[src/hdl/assert_macros.svh]
// Assertion helpers shared by the RTL files.
// Each macro expands to one labeled concurrent assertion on the rising edge
// of the given clock, disabled while the given reset is high.
`ifndef ASSERT_MACROS_SVH
`define ASSERT_MACROS_SVH

// Check that a condition implies a consequent in the same cycle.
`define ASSERT_IMPLIES(lbl, ck, rs, a, c) \
  lbl: assert property (@(posedge ck) disable iff (rs) (a) |-> (c)) \
    else $error("same-cycle check failed");

// Check that a condition implies a consequent in the next cycle.
`define ASSERT_NEXT(lbl, ck, rs, a, c) \
  lbl: assert property (@(posedge ck) disable iff (rs) (a) |=> (c)) \
    else $error("next-cycle check failed");

`endif

[src/hdl/dlts_pkg.sv]
`timescale 1ns / 1ps
// ----------------------------------------------------------------------------
// dlts_pkg
// Shared types and constants of the delta-list timer scheduler.
// ----------------------------------------------------------------------------
package dlts_pkg;

  localparam int MAX_TASKS_DEF = 16;
  localparam int TICK_MS_DEF   = 10;
  localparam int DATA_W        = 32;

  typedef enum logic [1:0] {
    ACT_ADD    = 2'd0,
    ACT_TICK   = 2'd1,
    ACT_DELETE = 2'd2,
    ACT_NONE   = 2'd3
  } action_t;

  typedef enum logic [1:0] {
    ST_OK        = 2'd0,
    ST_FULL      = 2'd1,
    ST_NOT_FOUND = 2'd2
  } status_t;

endpackage

[src/hdl/dlts_cmd_if.sv]
`timescale 1ns / 1ps
// ----------------------------------------------------------------------------
// dlts_cmd_if
// Command channel: add, tick or delete, with valid/ready handshake.
// ----------------------------------------------------------------------------
interface dlts_cmd_if;
  logic        valid;
  logic        ready;
  logic [1:0]  action;
  logic [3:0]  task_id;
  logic [31:0] delay_ms;
  logic [31:0] period_ms;

  modport source (output valid, action, task_id, delay_ms, period_ms, input ready);
  modport sink   (input valid, action, task_id, delay_ms, period_ms, output ready);
endinterface

[src/hdl/dlts_rsp_if.sv]
`timescale 1ns / 1ps
// ----------------------------------------------------------------------------
// dlts_rsp_if
// Result channel: one transfer per result, with valid/ready handshake.
// ----------------------------------------------------------------------------
interface dlts_rsp_if;
  logic       valid;
  logic       ready;
  logic [3:0] result_id;
  logic       fired;
  logic [1:0] status;
  logic       last;

  modport source (output valid, result_id, fired, status, last, input ready);
  modport sink   (input valid, result_id, fired, status, last, output ready);
endinterface

[src/hdl/dlts_ram.sv]
`timescale 1ns / 1ps
// ----------------------------------------------------------------------------
// dlts_ram
// Generic simple dual-port RAM: one write port, one registered read port.
// ----------------------------------------------------------------------------
module dlts_ram #(
  parameter int WIDTH = 8,
  parameter int DEPTH = 16
) (
  input  logic                     clk,
  input  logic                     we,
  input  logic [$clog2(DEPTH)-1:0] waddr,
  input  logic [WIDTH-1:0]         wdata,
  input  logic [$clog2(DEPTH)-1:0] raddr,
  output logic [WIDTH-1:0]         rdata
);

  logic [WIDTH-1:0] mem [DEPTH];

  // Write and registered read
  always_ff @(posedge clk) begin
    if (we) begin
      mem[waddr] <= wdata;
    end
    rdata <= mem[raddr];
  end

endmodule

[src/hdl/delta_list_timer_scheduler.sv]
`timescale 1ns / 1ps
// ----------------------------------------------------------------------------
// delta_list_timer_scheduler
// Timer queue kept as a sorted delta list in a ring held in block RAM.
// ----------------------------------------------------------------------------
// Operation: an add runs a reciprocal multiply and remainder fix-up alongside
//   the free-id scan, then walks the ring entries and shifts the tail; a delete
//   searches the ring entries and shifts the rest; a tick pops each fired task
//   and walks the ring for each periodic re-insert.
// Throughput: one command at a time; the next is taken after the last result.
// Reset: control state, head, count and id map clear; the RAMs
//   are not cleared and are only read where written.
`include "assert_macros.svh"

module delta_list_timer_scheduler #(
  parameter int MAX_TASKS = dlts_pkg::MAX_TASKS_DEF,
  parameter int TICK_MS   = dlts_pkg::TICK_MS_DEF
) (
  input  logic       clk,
  input  logic       rst,
  dlts_cmd_if.sink   cmd,
  dlts_rsp_if.source rsp
);

  import dlts_pkg::*;

  localparam int IDW  = $clog2(MAX_TASKS);
  localparam int CW   = IDW + 1;
  localparam int IW   = (IDW > 4) ? IDW : 4;
  localparam int RN_W = IDW + DATA_W;
  localparam logic [2*DATA_W-1:0] RECIP_W  = 64'hFFFF_FFFF / 64'(TICK_MS);
  localparam logic [DATA_W-1:0]   RECIP    = RECIP_W[DATA_W-1:0];
  localparam logic [DATA_W-1:0]   TICK_W   = DATA_W'(TICK_MS);
  localparam logic [5:0]          DIV_LAST = 6'd5;

  typedef enum logic [4:0] {
    S_IDLE, S_ADD_DIV, S_EMIT,
    S_TK_RD, S_TK_CHK, S_TK_EMIT, S_TK_PER, S_TK_END,
    S_INS_RD, S_INS_CMP, S_SH_RD, S_SH_WR, S_INS_WR,
    S_DL_RD, S_DL_CMP, S_DS_RD, S_DS_WR
  } state_t;

  state_t state;

  logic [IDW-1:0]      ring_head;
  logic [CW-1:0]       queued_count;
  logic [MAX_TASKS-1:0] id_in_use;

  logic [CW-1:0]     pos, j, scan;
  logic [DATA_W-1:0] rest, dsave, dq, pq;
  logic [DATA_W-1:0] dx, px, drm, prm;
  logic [2*DATA_W-1:0] dprod, pprod;
  logic [5:0]        div_cnt;
  logic              found, dec_done, pend_v, ret_tick;
  logic [IDW-1:0]    cur_id;
  logic [3:0]        pend_id, tid_r, e_id;
  logic              e_fired;
  status_t           e_status;

  logic              o_valid, o_fired, o_last;
  logic [3:0]        o_id;
  status_t           o_status;

  // RAM ports
  logic              ring_we, per_we;
  logic [IDW-1:0]    ring_waddr, ring_raddr, per_waddr, per_raddr;
  logic [RN_W-1:0]   ring_wdata, ring_rdata;
  logic [DATA_W-1:0] per_wdata, per_rdata;

  logic [IDW-1:0]    rd_task;
  logic [DATA_W-1:0] rd_delta, dec_delta;
  logic              do_dec, out_free, div_done, o_load;

  // Ring slot of a position counted from the head
  function automatic logic [IDW-1:0] slot(input logic [IDW-1:0] hd, input logic [CW-1:0] p);
    logic [CW-1:0] s;
    s = CW'(hd) + p;
    if (s >= CW'(MAX_TASKS)) begin
      s = s - CW'(MAX_TASKS);
    end
    return s[IDW-1:0];
  endfunction

  // Task id as a 4-bit result field
  function automatic logic [3:0] to4(input logic [IDW-1:0] id);
    logic [IW-1:0] w;
    w = IW'(id);
    return w[3:0];
  endfunction

  assign rd_task   = ring_rdata[RN_W-1 -: IDW];
  assign rd_delta  = ring_rdata[DATA_W-1:0];
  assign do_dec    = !dec_done && (rd_delta != '0);
  assign dec_delta = do_dec ? rd_delta - 1'b1 : rd_delta;
  assign out_free  = !o_valid || rsp.ready;
  assign div_done  = (div_cnt == DIV_LAST) && (found || scan == CW'(MAX_TASKS));
  assign o_load    = out_free && ((state == S_EMIT) || (state == S_TK_EMIT && pend_v));

  assign cmd.ready     = (state == S_IDLE);
  assign rsp.valid     = o_valid;
  assign rsp.result_id = o_id;
  assign rsp.fired     = o_fired;
  assign rsp.status    = o_status;
  assign rsp.last      = o_last;

  // Drive RAM addresses and writes from the current step
  always_comb begin
    ring_we    = 1'b0;
    ring_waddr = slot(ring_head, pos);
    ring_wdata = {cur_id, rest};
    ring_raddr = slot(ring_head, pos);
    per_we     = 1'b0;
    per_waddr  = scan[IDW-1:0];
    per_wdata  = pq;
    per_raddr  = cur_id;
    case (state)
      S_ADD_DIV: begin
        per_we = div_done && found;
        per_waddr = cur_id;
      end
      S_TK_RD: begin
        ring_raddr = slot(ring_head, '0);
      end
      S_TK_CHK: begin
        ring_we    = do_dec;
        ring_waddr = slot(ring_head, '0);
        ring_wdata = {rd_task, dec_delta};
      end
      S_SH_RD: begin
        ring_raddr = slot(ring_head, j - 1'b1);
      end
      S_SH_WR: begin
        ring_we    = 1'b1;
        ring_waddr = slot(ring_head, j);
        ring_wdata = {rd_task, (j == pos + 1'b1) ? rd_delta - rest : rd_delta};
      end
      S_INS_WR: begin
        ring_we = 1'b1;
      end
      S_DS_RD: begin
        ring_raddr = slot(ring_head, j + 1'b1);
      end
      S_DS_WR: begin
        ring_we    = 1'b1;
        ring_waddr = slot(ring_head, j);
        ring_wdata = {rd_task, (j == pos) ? rd_delta + dsave : rd_delta};
      end
      default: begin
      end
    endcase
  end

  // Sequencer: command decode, walks, shifts and result staging
  always_ff @(posedge clk) begin
    if (rst) begin
      state        <= S_IDLE;
      ring_head    <= '0;
      queued_count <= '0;
      id_in_use    <= '0;
      o_valid      <= 1'b0;
      pend_v       <= 1'b0;
    end else begin
      if (o_load) begin
        o_valid <= 1'b1;
      end else if (rsp.ready) begin
        o_valid <= 1'b0;
      end
      case (state)
        S_IDLE: begin
          if (cmd.valid) begin
            e_id     <= '0;
            e_fired  <= 1'b0;
            e_status <= ST_OK;
            case (action_t'(cmd.action))
              ACT_ADD: begin
                dx      <= cmd.delay_ms;
                px      <= cmd.period_ms;
                div_cnt <= '0;
                scan    <= '0;
                found   <= 1'b0;
                if (queued_count >= CW'(MAX_TASKS)) begin
                  e_status <= ST_FULL;
                  state    <= S_EMIT;
                end else begin
                  state <= S_ADD_DIV;
                end
              end
              ACT_TICK: begin
                dec_done <= 1'b0;
                pend_v   <= 1'b0;
                state    <= S_TK_RD;
              end
              ACT_DELETE: begin
                tid_r <= cmd.task_id;
                pos   <= '0;
                state <= S_DL_RD;
              end
              default: begin
                state <= S_EMIT;
              end
            endcase
          end
        end
        // Divide delay and period by the tick length, find the lowest free id
        S_ADD_DIV: begin
          if (div_cnt != DIV_LAST) begin
            div_cnt <= div_cnt + 1'b1;
          end
          case (div_cnt)
            6'd0: begin
              dprod <= {{DATA_W{1'b0}}, dx} * {{DATA_W{1'b0}}, RECIP};
              pprod <= {{DATA_W{1'b0}}, px} * {{DATA_W{1'b0}}, RECIP};
            end
            6'd1: begin
              dq <= dprod[2*DATA_W-1:DATA_W];
              pq <= pprod[2*DATA_W-1:DATA_W];
            end
            6'd2: begin
              drm <= dx - dq * TICK_W;
              prm <= px - pq * TICK_W;
            end
            // Estimate may fall short by up to two; fix up the quotient
            6'd3, 6'd4: begin
              if (drm >= TICK_W) begin
                dq  <= dq + 1'b1;
                drm <= drm - TICK_W;
              end
              if (prm >= TICK_W) begin
                pq  <= pq + 1'b1;
                prm <= prm - TICK_W;
              end
            end
            default: begin
            end
          endcase
          if (!found && scan != CW'(MAX_TASKS)) begin
            if (!id_in_use[scan[IDW-1:0]]) begin
              found  <= 1'b1;
              cur_id <= scan[IDW-1:0];
            end else begin
              scan <= scan + 1'b1;
            end
          end
          if (div_done) begin
            if (!found) begin
              e_status <= ST_FULL;
              state    <= S_EMIT;
            end else begin
              id_in_use[cur_id] <= 1'b1;
              rest     <= dq;
              pos      <= '0;
              ret_tick <= 1'b0;
              state    <= S_INS_RD;
            end
          end
        end
        // Final result of a command
        S_EMIT: begin
          if (out_free) begin
            o_id     <= e_id;
            o_fired  <= e_fired;
            o_status <= e_status;
            o_last   <= 1'b1;
            state    <= S_IDLE;
          end
        end
        // Tick: decrement the head once, then pop every due head entry and re-insert periodic ones
        S_TK_RD: begin
          state <= (queued_count == '0) ? S_TK_END : S_TK_CHK;
        end
        S_TK_CHK: begin
          dec_done <= 1'b1;
          if (dec_delta == '0) begin
            ring_head    <= (ring_head == IDW'(MAX_TASKS - 1)) ? '0 : ring_head + 1'b1;
            queued_count <= queued_count - 1'b1;
            cur_id       <= rd_task;
            state        <= S_TK_EMIT;
          end else begin
            state <= S_TK_END;
          end
        end
        S_TK_EMIT: begin
          if (!pend_v || out_free) begin
            if (pend_v) begin
              o_id     <= pend_id;
              o_fired  <= 1'b1;
              o_status <= ST_OK;
              o_last   <= 1'b0;
            end
            pend_v  <= 1'b1;
            pend_id <= to4(cur_id);
            state   <= S_TK_PER;
          end
        end
        S_TK_PER: begin
          if (per_rdata != '0) begin
            rest     <= per_rdata;
            pos      <= '0;
            ret_tick <= 1'b1;
            state    <= S_INS_RD;
          end else begin
            id_in_use[cur_id] <= 1'b0;
            state <= S_TK_RD;
          end
        end
        S_TK_END: begin
          e_id    <= pend_v ? pend_id : 4'd0;
          e_fired <= pend_v;
          pend_v  <= 1'b0;
          state   <= S_EMIT;
        end
        // Insert: walk the deltas, shift the tail back, write the new entry
        S_INS_RD: begin
          if (pos == queued_count) begin
            j     <= queued_count;
            state <= S_SH_RD;
          end else begin
            state <= S_INS_CMP;
          end
        end
        S_INS_CMP: begin
          if (rest >= rd_delta) begin
            rest  <= rest - rd_delta;
            pos   <= pos + 1'b1;
            state <= S_INS_RD;
          end else begin
            j     <= queued_count;
            state <= S_SH_RD;
          end
        end
        S_SH_RD: begin
          state <= (j == pos) ? S_INS_WR : S_SH_WR;
        end
        S_SH_WR: begin
          j     <= j - 1'b1;
          state <= S_SH_RD;
        end
        S_INS_WR: begin
          queued_count <= queued_count + 1'b1;
          if (ret_tick) begin
            state <= S_TK_RD;
          end else begin
            e_id  <= to4(cur_id);
            state <= S_EMIT;
          end
        end
        // Delete: search the ring, then close the gap
        S_DL_RD: begin
          if (pos == queued_count) begin
            e_id     <= tid_r;
            e_status <= ST_NOT_FOUND;
            state    <= S_EMIT;
          end else begin
            state <= S_DL_CMP;
          end
        end
        S_DL_CMP: begin
          if (IW'(rd_task) == IW'(tid_r)) begin
            dsave <= rd_delta;
            j     <= pos;
            state <= S_DS_RD;
          end else begin
            pos   <= pos + 1'b1;
            state <= S_DL_RD;
          end
        end
        S_DS_RD: begin
          if (j + 1'b1 >= queued_count) begin
            queued_count <= queued_count - 1'b1;
            id_in_use[IDW'(tid_r)] <= 1'b0;
            e_id  <= tid_r;
            state <= S_EMIT;
          end else begin
            state <= S_DS_WR;
          end
        end
        S_DS_WR: begin
          j     <= j + 1'b1;
          state <= S_DS_RD;
        end
        default: begin
          state <= S_IDLE;
        end
      endcase
    end
  end

  // Ring of {task id, delta ticks}
  dlts_ram #(.WIDTH(RN_W), .DEPTH(MAX_TASKS)) u_ring (
    .clk   (clk),
    .we    (ring_we),
    .waddr (ring_waddr),
    .wdata (ring_wdata),
    .raddr (ring_raddr),
    .rdata (ring_rdata)
  );

  // Period in ticks per task id
  dlts_ram #(.WIDTH(DATA_W), .DEPTH(MAX_TASKS)) u_period (
    .clk   (clk),
    .we    (per_we),
    .waddr (per_waddr),
    .wdata (per_wdata),
    .raddr (per_raddr),
    .rdata (per_rdata)
  );

  `ASSERT_IMPLIES(a_count_range, clk, rst, 1'b1, queued_count <= CW'(MAX_TASKS))
  `ASSERT_IMPLIES(a_ids_match_count, clk, rst, state == S_IDLE, $countones(id_in_use) == int'(queued_count))
  `ASSERT_NEXT(a_cmd_starts_work, clk, rst, cmd.valid && cmd.ready, state != S_IDLE)
  `ASSERT_IMPLIES(a_fired_ok, clk, rst, o_valid && o_fired, o_status == ST_OK)

endmodule
[src/flat_wrapper.sv]
// flat-port wrapper written by rule: the top's interface ports become plain ports
module delta_list_timer_scheduler_flat import dlts_pkg::*;
#(
  parameter int MAX_TASKS = dlts_pkg::MAX_TASKS_DEF,
  parameter int TICK_MS   = dlts_pkg::TICK_MS_DEF
)
  (clk, rst, cmd_valid, cmd_action, cmd_task_id, cmd_delay_ms, cmd_period_ms, cmd_ready, rsp_valid, rsp_result_id, rsp_fired, rsp_status, rsp_last, rsp_ready);
  dlts_cmd_if cmd_i ();
  dlts_rsp_if rsp_i ();
  input  logic clk;
  input  logic rst;
  input wire logic [$bits(cmd_i.valid)-1:0] cmd_valid;
  input wire logic [$bits(cmd_i.action)-1:0] cmd_action;
  input wire logic [$bits(cmd_i.task_id)-1:0] cmd_task_id;
  input wire logic [$bits(cmd_i.delay_ms)-1:0] cmd_delay_ms;
  input wire logic [$bits(cmd_i.period_ms)-1:0] cmd_period_ms;
  output wire logic [$bits(cmd_i.ready)-1:0] cmd_ready;
  output wire logic [$bits(rsp_i.valid)-1:0] rsp_valid;
  output wire logic [$bits(rsp_i.result_id)-1:0] rsp_result_id;
  output wire logic [$bits(rsp_i.fired)-1:0] rsp_fired;
  output wire logic [$bits(rsp_i.status)-1:0] rsp_status;
  output wire logic [$bits(rsp_i.last)-1:0] rsp_last;
  input wire logic [$bits(rsp_i.ready)-1:0] rsp_ready;
  assign cmd_i.valid = cmd_valid;
  assign cmd_i.action = cmd_action;
  assign cmd_i.task_id = cmd_task_id;
  assign cmd_i.delay_ms = cmd_delay_ms;
  assign cmd_i.period_ms = cmd_period_ms;
  assign cmd_ready = cmd_i.ready;
  assign rsp_valid = rsp_i.valid;
  assign rsp_result_id = rsp_i.result_id;
  assign rsp_fired = rsp_i.fired;
  assign rsp_status = rsp_i.status;
  assign rsp_last = rsp_i.last;
  assign rsp_i.ready = rsp_ready;
  delta_list_timer_scheduler #(.MAX_TASKS(MAX_TASKS), .TICK_MS(TICK_MS)) u_core (.clk(clk), .rst(rst), .cmd(cmd_i), .rsp(rsp_i));
endmodule
[config.mk]
export PLATFORM = sky130hd
export DESIGN_NAME = delta_list_timer_scheduler_flat
export DESIGN_NICKNAME = d
export VERILOG_FILES = /design/src/hdl/dlts_pkg.sv /design/src/hdl/dlts_cmd_if.sv /design/src/hdl/dlts_rsp_if.sv /design/src/hdl/dlts_ram.sv /design/src/hdl/delta_list_timer_scheduler.sv /design/src/flat_wrapper.sv
export VERILOG_INCLUDE_DIRS = /design/src /design/src/hdl
export SDC_FILE = /design/constraint.sdc
export NUM_CORES = 2
export LEC_CHECK = 0
export ABC_AREA = 1
export BUFFER_PORTS_ARGS = -buffer_cell sky130_fd_sc_hd__buf_4
export CORE_ASPECT_RATIO = 1.1
export CORE_UTILIZATION = 40
export DETAILED_ROUTE_END_ITERATION = 12
export PLACE_DENSITY = 0.62
export SLEW_MARGIN = 10
export SYNTH_ARGS = -nofsm -noshare
export SYNTH_HDL_FRONTEND = slang
export SYNTH_SLANG_ARGS = --single-unit
[constraint.sdc]
create_clock -name clk -period 10 [get_ports clk]
set_input_delay 2 -clock clk [delete_from_list [all_inputs] [get_ports clk]]
set_output_delay 2 -clock clk [all_outputs]
set_load 0.005 [all_outputs]
-- Word-level counts from Yosys, hierarchy flattened
Memory sizes are Yosys's and may differ from the RTL's. A register that Yosys moved wholly into a read port is not among the register bits.
Cells that the tools add are included.
- mux-type cells: 136
- multiply operators: 4
- reductions and logical operators: 70
- magnitude comparators: 15
- $add $sub $neg: 27
- bitwise operators: 6
- equality and inequality tests: 58
- operators by type and width (operator ; count):
    32-bit 2-to-1 mux ; 11
    32-bit case mux with 2 select lines ; 4
    32-bit subtractor ; 4
    32-bit by 29-bit multiplier with 61-bit output, second input constant ; 2
    36-bit case mux with 3 select lines ; 1
    5-bit 2-to-1 mux ; 21
    32-bit case mux with 3 select lines ; 1
    5-bit case mux with 17 select lines ; 1
    4-bit 2-to-1 mux ; 21
    32-bit by 1-bit adder with 32-bit output, second input constant ; 2
    32-bit by 4-bit greater-or-equal comparator with 1-bit output, second input constant ; 2
    32-bit by 3-bit multiplier with 31-bit output, second input constant ; 2
    16-bit 2-to-1 mux ; 4
    32-bit nonzero test ; 2
    32-bit by 4-bit subtractor with 32-bit output, second input constant ; 2
    5-bit case mux with 5 select lines ; 2
    16-bit case mux with 3 select lines ; 1
    5-bit by 4-bit == test with 1-bit output, second input constant ; 8
    2-bit by 1-bit inequality test with 1-bit output, second input constant ; 19
    4-bit AND reduction ; 9
    32-bit adder ; 1
    16-bit bitwise AND ; 2
    32-bit greater-or-equal comparator ; 1
    32-bit zero test ; 1
    other kinds (62) ; 192
- memories: 2
- flip-flop bits (word level): 461
- output and inout port bits: 10
- bits in writable memories: 1088
- memory list (name ; words ; bits a word ; rd ports ; clocked after Yosys merged registers in ; write ports ; line ; RTL):
    u_core.u_ring.mem ; 16 ; 36 ; 1 ; 1 ; 1 ; dlts_ram.sv:18 ; logic [WIDTH-1:0] mem [DEPTH];
    u_core.u_period.mem ; 16 ; 32 ; 1 ; 1 ; 1 ; dlts_ram.sv:18 ;

-- Depth between registers and ports, before layout
- depth after elaboration: 8
- mapped depth: 33
- mapped depth without buffers: 32

-- By module
Synthesis repeated with hierarchy kept, for this count alone.
- cells, all modules: 12827
- area total of the unflattened synthesis: 114954.0 um^2
- by module, submodules not included (module ; cells each ; area each (um^2) ; instances):
    delta_list_timer_scheduler ; 8328 ; 66829.1 ; 1
    dlts_ram at u_core.u_ring ; 2379 ; 25394.4 ; 1
    dlts_ram at u_core.u_period ; 2120 ; 22730.6 ; 1

-- Worst setup path before layout
Ideal clock, no wire load.
- path kind: input port to flip-flop
- from: input port rst
- to: register u_core.dx[0] (enable)
- library setup time: 0.565 ns
- data required time: 9.435 ns
- cell stages on the path: 4
- setup slack: 2.619 ns
- arrival: 6.816 ns
- path through: inv_1 clkbuf_1 nand2_1 nor3_1
- cells in the longest elaborated chain, start to end: 2
- ends and longest elaborated chain (what ; line ; RTL):
    start: declaration ; flat_wrapper.sv:11 ; input logic rst;
    1-bit NOT (no line) ; -- ;
    4-bit AND reduction (no line) ; -- ;
    end signal: assignment ; delta_list_timer_scheduler.sv:176 ; dx <= cmd.delay_ms;
    end: declaration ; delta_list_timer_scheduler.sv:51 ; logic [DATA_W-1:0] dx, px, drm, prm;
Every way passes these cells.
A chain may end at the register's enable or synchronous reset.

-- Final worst setup path
- from: register u_core.dx[16]
- to: register u_core.dprod[58] (data pin)
- cells in the longest elaborated chain, start to end: 1
- ends and longest elaborated chain (what ; line ; RTL):
    32-bit by 29-bit multiplier with 61-bit output ; delta_list_timer_scheduler.sv:211 ; dprod <= {{DATA_W{1'b0}}, dx} * {{DATA_W{1'b0}}, RECIP};
    end signal: assignment ; delta_list_timer_scheduler.sv:211 ;
    end: declaration ; delta_list_timer_scheduler.sv:52 ; logic [2*DATA_W-1:0] dprod, pprod;
Every way passes these cells.

==> flow_summary.json <==
{
  "synthArstFlopShare_pct": 0,
  "seq_area_frac_synth_pct": 41.4,
  "hold_class": "flop to flop",
  "cts_buffer_depth": 4,
  "ys.warnings.count": 0,
  "gp_congestion": 0.999,
  "setup-tns-final_ns": 0,
  "cts.sinks": 1552,
  "synth_area_um2": 110000,
  "period_needed_ns": 7.16,
  "final_net_count": 13075,
  "cts_buffers": 176,
  "use_met2_pct": 39.1,
  "ctsHoldBuffers": 0,
  "first_pass_iters": 6,
  "status": "completed",
  "syn_inst": 11262,
  "syn-num-nets": 13015,
  "crit_fanout": 6,
  "drc": 0,
  "cts_tree": "yes",
  "max_freq_mhz": 140,
  "port_buffers": 83,
  "crit_arrival_ns": 7.72,
  "worstSetupEndpoint": "u_core.dprod[58]$_DFFE_PP_",
  "synth_seq_cells": 1552,
  "syn_avg_cell_area_um2": 9.78,
  "dieArea_um2": 277000,
  "hp-start": "u_core.id_in_use[15]$_SDFFE_PP0P_",
  "start_util_pct": 40.3,
  "antenna_found_initial": 4,
  "reg2reg_slack_ns": 2.84,
  "clk_latency_ns": 0.86,
  "clkSlewWorstSetupHoldPaths_ns": 0.06,
  "utilization_pct": 44.3,
  "setup_viol": 0,
  "drive_gt1_share_pct": 5.12,
  "top_usage_layer": "met2",
  "maxCapViolCount": 0,
  "reg2reg_depth": 25,
  "synth-edff-count": 1452,
  "finalMaxSlewViolations": 0,
  "core-area_um2": 273000,
  "fill_cells": 26241,
  "wl_um": 334000,
  "fin_skew_ns": 0.0934,
  "yosys_most_used_dff": "edfxtp_1",
  "reg2reg_to": "u_core.dprod[58]$_DFFE_PP_",
  "cts-resized-gates": 0,
  "grt_pass1_vias": 80464,
  "end_kind": "flop",
  "place_ws_ns": 2.86,
  "grt.overflow.total": 0,
  "area_growth_pct": 9.74,
  "wl_per_cell_um": 22.1,
  "r2r_start": "u_core.dx[16]$_DFFE_PP_",
  "fp.dieH_um": 552,
  "clockRootBuffer": "clkbuf_16",
  "num_vias": 80538,
  "vias_per_cell": 5.33,
  "dpl.hpwl_um": 247000,
  "rsz0062_at_grt": "false",
  "max_slew_margin_pct": 12.9,
  "rows": 201,
  "pin_count": 84,
  "grt_pass1_wl_um": 500000,
  "worst_setup_path_start_kind": "flop",
  "antenna_left": 0,
  "die_x_um": 502,
  "startpoint": "u_core.dx[16]$_DFFE_PP_",
  "cp.required_ns": 10.56,
  "post-cts-setup-buffers": 0,
  "drt_iter0_drc": 7385,
  "critical_path_class": "flop to flop",
  "grt_max_degree": 260,
  "htree_levels": 4,
  "use_met3_pct": 3.08,
  "grtUsageMet1_pct": 32.3,
  "setup_ws_ns": 2.84,
  "hold_violations": 0,
  "grt_use_total_pct": 23.8,
  "tightest_slew_ns": 1.30,
  "whs_ns": 0.490,
  "min_period_over_period_pct": 71.6,
  "synth_cell_types": 70
}
## stage by stage
step,instances,area [µm²]
finish,15113,121000
floorplan,11262,110000
detailed placement,14798,115000
CTS,15112,121000
global placement,14798,115000
global route,15113,121000
## metal layers
metal,wire (µm),part of all wire [%]
met4,12400,3.7
met5,13,0.0039
met1,145000,43
met3,20400,6.1
met2,156000,47
## critical path, cell delays in order, from the launching register on
cell,delay [ns]
edfxtp_1,0.60
ha_1,0.47
inv_1,0.15
fa_1,0.52
inv_1,0.05
fa_1,0.54
inv_1,0.07
fa_1,0.51
inv_1,0.06
fa_1,0.55
fa_1,0.43
fa_1,0.49
inv_1,0.05
fa_1,0.47
inv_1,0.04
ha_1,0.31
a21oi_1,0.20
nor2_1,0.06
nor2_1,0.14
a21boi_0,0.29
nand2_1,0.09
nand2_1,0.06
nand3_1,0.16
a21oi_1,0.29
o21ai_0,0.14
xor2_1,0.15
## layout make-up
class                      instances  area, µm²  area share, %
multi-input combinational       7278      55700           46.0
timing repair buffer             191       1470           1.22
clock inverter                    73        766          0.634
antenna                            1       2.50        0.00207
inverter                        2123       7970           6.60
clock buffer                     241       4820           3.99
tap                             3654       4570           3.78
sequential                      1552      45600           37.7
## sequential cells by signal, summed over array words and instances (netlist names), 6 cells and up
name,cells
u_core.dprod,29
u_core.pprod,29
u_core.u_period.rdata,32
u_core.rest,32
u_core.dsave,32
u_core.per_wdata,32
u_core.dx,32
u_core.drm,31
u_core.u_period.mem,512
u_core.u_ring.mem,576
u_core.dq,32
u_core.div_cnt,6
u_core.px,32
u_core.u_ring.rdata,36
u_core.prm,32
u_core.id_in_use,16
## worst min path at each step
| stage | end | slack (ns) | cells past startpoint |
|---|---|---|---|
| 5_1_grt | u_core.id_in_use[15]$_SDFFE_PP0P_ | 0.51 | 2 |
| 2_1_floorplan | u_core.pend_id[0]$_DFFE_PP_ | 0.42 | 0 |
| 3_5_place_dp | u_core.id_in_use[15]$_SDFFE_PP0P_ | 0.48 | 2 |
| 6_report | u_core.id_in_use[15]$_SDFFE_PP0P_ | 0.49 | 2 |
| 3_3_place_gp | u_core.id_in_use[15]$_SDFFE_PP0P_ | 0.46 | 2 |
| 4_1_cts | u_core.id_in_use[15]$_SDFFE_PP0P_ | 0.49 | 2 |
## cells in the mapped netlist, drive strengths merged, types with 124 or more instances
| cell | count | area, µm² |
|---|---|---|
| xor2 | 244 | 2140 |
| edfxtp | 1452 | 43600 |
| a21oi | 816 | 4110 |
| nand2 | 1489 | 5600 |
| inv | 2115 | 7940 |
| nor2 | 701 | 2710 |
| a22oi | 266 | 2000 |
| o211ai | 201 | 1510 |
| o21ai | 672 | 3400 |
| xnor2 | 124 | 1090 |
| nand3 | 403 | 2020 |
| fa | 665 | 13300 |
| ha | 1014 | 12700 |
| clkbuf | 209 | 785 |
## placed cells by master (no fill, tap or decap), types with 76 or more instances in the layout
| cell | netlist | layout |
|---|---|---|
| inv_1 | 2109 | 2108 |
| nand2_1 | 1484 | 1482 |
| edfxtp_1 | 1452 | 1452 |
| ha_1 | 1014 | 1014 |
| a21oi_1 | 814 | 814 |
| fa_1 | 665 | 665 |
| nor2_1 | 678 | 637 |
| o21ai_0 | 634 | 630 |
| nand3_1 | 402 | 402 |
| a22oi_1 | 266 | 266 |
| xor2_1 | 244 | 244 |
| o211ai_1 | 201 | 201 |
| buf_4 | 4 | 188 |
| clkbuf_16 | 0 | 178 |
| xnor2_1 | 124 | 124 |
| dfxtp_1 | 100 | 100 |
| nor3_1 | 91 | 86 |
| a31oi_1 | 76 | 76 |
## logic make-up after synthesis
group / share of synthesized area [%]
flip-flops: 41.4
XOR/XNOR: 2.93
buffers and inverters: 8.40
AO/OA/AOI/OAI: 12.5
AND/OR/NAND/NOR: 11.1
multiplexers: 0.0284
adder cells (fa/ha/maj): 23.6
Power is not shown: default switching activity piles up to over one toggle a cycle in this logic, so the estimate is an artifact.
